File: config.mk
export PLATFORM = sky130hd
export DESIGN_NAME = lc3ie_ram
export DESIGN_NICKNAME = d
export VERILOG_FILES = /design/src/rtl/lc3ie_ram.sv
export SDC_FILE = /design/constraint.sdc
export NUM_CORES = 2
export LEC_CHECK = 0
export CELL_PAD_IN_SITES_DETAIL_PLACEMENT = 0
export CELL_PAD_IN_SITES_GLOBAL_PLACEMENT = 1
export CORE_MARGIN = 2
export CORE_UTILIZATION = 50
export CTS_BUF_LIST = sky130_fd_sc_hd__clkbuf_16
export CTS_CLUSTER_DIAMETER = 150
export DETAILED_ROUTE_END_ITERATION = 10
export DONT_BUFFER_PORTS = 1
export HOLD_SLACK_MARGIN = 0.03
export PLACE_DENSITY = 0.77
export SLEW_MARGIN = 40
export SYNTH_ARGS = -nofsm -noshare
export SYNTH_HDL_FRONTEND = slang
export SYNTH_SLANG_ARGS = --single-unit
File: constraint.sdc
create_clock -name clk_i -period 7.74 [get_ports clk_i]
set_input_delay 0 -clock clk_i [delete_from_list [all_inputs] [get_ports clk_i]]
set_output_delay 0 -clock clk_i [all_outputs]
set_load 0.01 [all_outputs]
File: src/rtl/lc3ie_ram.sv
// Generic single-port RAM with registered read.
`timescale 1ns / 1ps
module lc3ie_ram #(
  parameter int unsigned WIDTH = 16,
  parameter int unsigned DEPTH = 256
) (
  input  logic                     clk_i,
  input  logic                     we_i,
  input  logic                     re_i,
  input  logic [$clog2(DEPTH)-1:0] addr_i,
  input  logic [WIDTH-1:0]         wdata_i,
  output logic [WIDTH-1:0]         rdata_o
);
  logic [WIDTH-1:0] mem [DEPTH];
  logic [WIDTH-1:0] rdata_q;

  always_ff @(posedge clk_i) begin
    if (we_i) mem[addr_i] <= wdata_i;
    if (re_i) rdata_q <= mem[addr_i];
  end

  assign rdata_o = rdata_q;
endmodule

* Word-level counts from Yosys, hierarchy flattened
Memory sizes are Yosys's and may differ from the RTL's. A register that Yosys moved wholly into a read port is not among the register bits.
Index checks and enable logic that the tools add are counted.
** Operators by class
- Order comparisons :: 0
- Reduce and logical (&&, ||, !) cells :: 0
- Add/subtract/negate cells :: 0
- Multipliers :: 0
- Muxes and demuxes :: 2
- Shifts and indexed selects :: 0
- Eq/ne operators :: 0
- Div/mod/pow operators :: 0
- Bitwise logic cells :: 0
** Operators by type and width (number)
- 2-to-1 mux 1 bit :: 2
** Storage, ports and cells
- Output and inout port bits :: 16
- ROM bits :: 0
- Word-level logic and storage cells :: 3
- Input bits :: 27
- Memory bits (writable) :: 4096
- Flip-flop bits (word level) :: 0
- Memories :: 1
- Latch bits :: 0
** Memories
- mem :: words 256, width 16, read ports 1, clocked after Yosys merged registers in 1, wr ports 1, line 14 : logic [WIDTH-1:0] mem [DEPTH];

* Longest topological paths before layout
- Depth after elaboration :: 2
- Mapped depth :: 10
- Depth with buffers taken out :: 5

* Worst setup path after synthesis
Ideal clock, no wire load.
- Path kind :: input -> register
- Start point :: in addr_i[0]
- End point :: mem mem[145][0], enable pin
- Setup slack :: 5.042 ns
- Data required time :: 7.331 ns
- Arrival time :: 2.289 ns
- Cell stages on the path :: 7
- Cell sequence :: clkbuf_1 -> buf_6 -> clkbuf_1 -> buf_2 -> nand2b_1 -> clkbuf_1 -> nor3_1
** RTL lines
- from (decl) :: line 10 : input logic [$clog2(DEPTH)-1:0] addr_i,
- to (decl) :: line 14
No word-level cell before the write port.

==> run metrics <==
Synth Instances 6727; Seq pwr share ~53%; final max-slew violation count 0; clk sink count just over 4000; Clock Skew between 60 and 70 ps; gr ovfl total 0; combinational share of power 4.5%; Max Fclk 196 MHz; prevailing post-synth register cell edfxtp_1; CTS H-tree lvls 5; CTS tree yes; Avg Inst Size Synth between 20 and 25 um2; floorplan core area 309000 um2; post-synth cell types 21; DRT Pass-1 Iters 5; final setup fails 0; Crit. End Element flip-flop; die area 316000 um2; flops & latches, synth 4112; most frequent cell after synthesis edfxtp_1; synth warn 0; register area share after synthesis approximately 79%; crit start category input port; drt total wl 384 mm; Crit path required time approximately 8400 ps; Post-DP HPWL 206 mm; RePlAce Congestion 0.813; die width 562 um; Initial Util roughly half; slew of the pin with the lowest slew margin 900 ps; power share of the clock group 42.4%; PortBufs 0; Die Ht 562 um; unrepaired setup endpoints after global routing no; leading area contributor after synthesis edfxtp_1; Cell Area, Synth 156000 um2; vias in the first global route approximately 74000; GRT Util Overall 24.2%; crit path DAT 5770 ps; Root Buffer clkbuf_16; internal power 36.6 mW; ANT nets after route 0; period utilization 66.0%; min Tclk post-route 5110 ps; clk slew on worst S/H paths 60 ps; Tot Pwr between 40 and 50 mW; wire per inst 33.1 um; syn nets 6754; vias per inst about 6.4; Crit Path Max Fanout 86; Nets 7165; relative slew slack 40.0%; worst-case clock buffer depth 4; first-pass GRT wire length 548 mm; share of the synthesized area in the top cell type 79.4%; fillers 21450; share of layout cells above drive strength 1 28.6%; Iter 0 DRT Violations 10782; initial antenna violation count 12; PwrDens 260 nW/um2; switching share of power 21.1%; max_cap viols 0; hold path cells 2; Net Switching around 9.8 mW; DRC viols 0; most frequent cells after synthesis 4112 x edfxtp_1, 1024 x mux4_2, 512 x a22oi_1, 256 x a21oi_1, 249 x clkbuf_1; outcome completed; peak supply drop 203 uV; final hold vios 0; setup tns final 0 ps; Rows roughly 200; worst skew pair latency 970 ps; leakage between 50 and 60 nW; Synth async-reset ratio 0%; hold crit path type in -> reg; WS Path Type in -> reg; area grow syn2layout 14.5%; via count 74572; path depth of the worst reg2reg path 5; largest net degree at the start of global routing between 200 and 300; number of synthesized flops with an enable pin 4112; Area contributors post-synth edfxtp_1 79%, mux4_2 15%, a22oi_1 2.5%, a21oi_1 0.82%, clkbuf_1 0.60%; io pins 43; Num CTS Buffers 401
[per-stage QoR]
| step | cell area, um2 | utilization [%] | hold slack, ps | std cells | setup WS (ps) |
|---|---|---|---|---|---|
| after floorplan | 156000 | - | 98.9 | 6727 | 5040 |
| after global placement | 162000 | 52.4 | 125 | 10732 | 1910 |
| after detailed placement | 163000 | 52.8 | 123 | 10772 | 1840 |
| after CTS | 177000 | 57.3 | 30.7 | 11557 | 2860 |
| after global routing | 178000 | 57.6 | 51.2 | 11599 | 2100 |
| final | 178000 | 57.6 | 37.2 | 11604 | 2630 |
[kinds of logic (layout without fill, tap and decap cells)]
group / Yosys count / count (layout) / synth area share [%]
flops: 4112 / 4112 / 79.4
compound gates: 832 / 832 / 3.65
buf+inv: 421 / 1169 / 1.24
mux: 1024 / 1024 / 14.8
simple gates: 338 / 338 / 0.906
other cells: 0 / 9 / 0
[worst max-delay path, stage by stage]
cell and delay, ps:
buf_16 190, buf_16 370, buf_16 350, buf_16 550
buf_16 230, buf_16 270, buf_16 390, buf_16 370
buf_16 380, buf_16 430, mux4_2 570, a22oi_1 200
a21oi_1 100, o41ai_1 640, nand4_1 190
[power groups by stage]
| stage | registers, mW | logic [mW] | clock network (mW) |
|---|---|---|---|
| 2_1_floorplan | 25.0 | 1.06 | 0 |
| 3_3_place_gp | 25.1 | 1.44 | 0 |
| 3_5_place_dp | 25.1 | 1.60 | 0 |
| 4_1_cts | 24.6 | 2.03 | 19.8 |
| 5_1_grt | 24.6 | 2.19 | 20.7 |
| 6_report | 24.6 | 2.09 | 19.6 |
[metal layers]
metal	track usage (%)	wire, um
met5	0	32
met4	8.47	15200
met3	4.49	39100
met2	38.3	186000
met1	34.0	144000
[cells in the final DEF (no fill, tap or decap), types with 76 or more instances in the layout]
master / instances
edfxtp_1: 4112
mux4_2: 1024
a22oi_1: 512
clkbuf_16: 404
buf_4: 293
a21oi_1: 255
nor2_1: 199
inv_1: 82
buf_16: 78
clkinv_1: 76
[layout make-up]
cell class	instances	area, um2	share of cell area, %
Sequential cell	4112	123000	69.3
Tap cell	4120	5150	2.89
Antenna cell	9	22.5	0.0126
Clock buffer	404	10100	5.67
Inverter	1	3.75	0.00211
Multi-Input combinational cell	2194	31200	17.5
Clock inverter	336	3200	1.79
Timing Repair Buffer	428	5010	2.81
[state kept, by name, summed over array words and instances, names as in the netlist]
| name | flops |
|---|---|
| mem | 4096 |
| rdata_o | 16 |
[what timing repair did]
action                                  CTS  global route
hold buffers                             45             4
resized for setup                         0             0
endpoints found under the hold margin  5126           240
setup buffers                             0             0
[path summary, 6_finish.rpt]
path | from | to | slack, ps
worst max-delay path | addr_i[0] | rdata_o[8] | 2630
worst min-delay path | wdata_i[6] | mem[8][6] | 40
worst max register to register | mem[107][7] | rdata_o[7] | 4860
worst min register to register | mem[204][13] | rdata_o[13] | 1000
No activity file was read; power rests on OpenSTA's default activity.
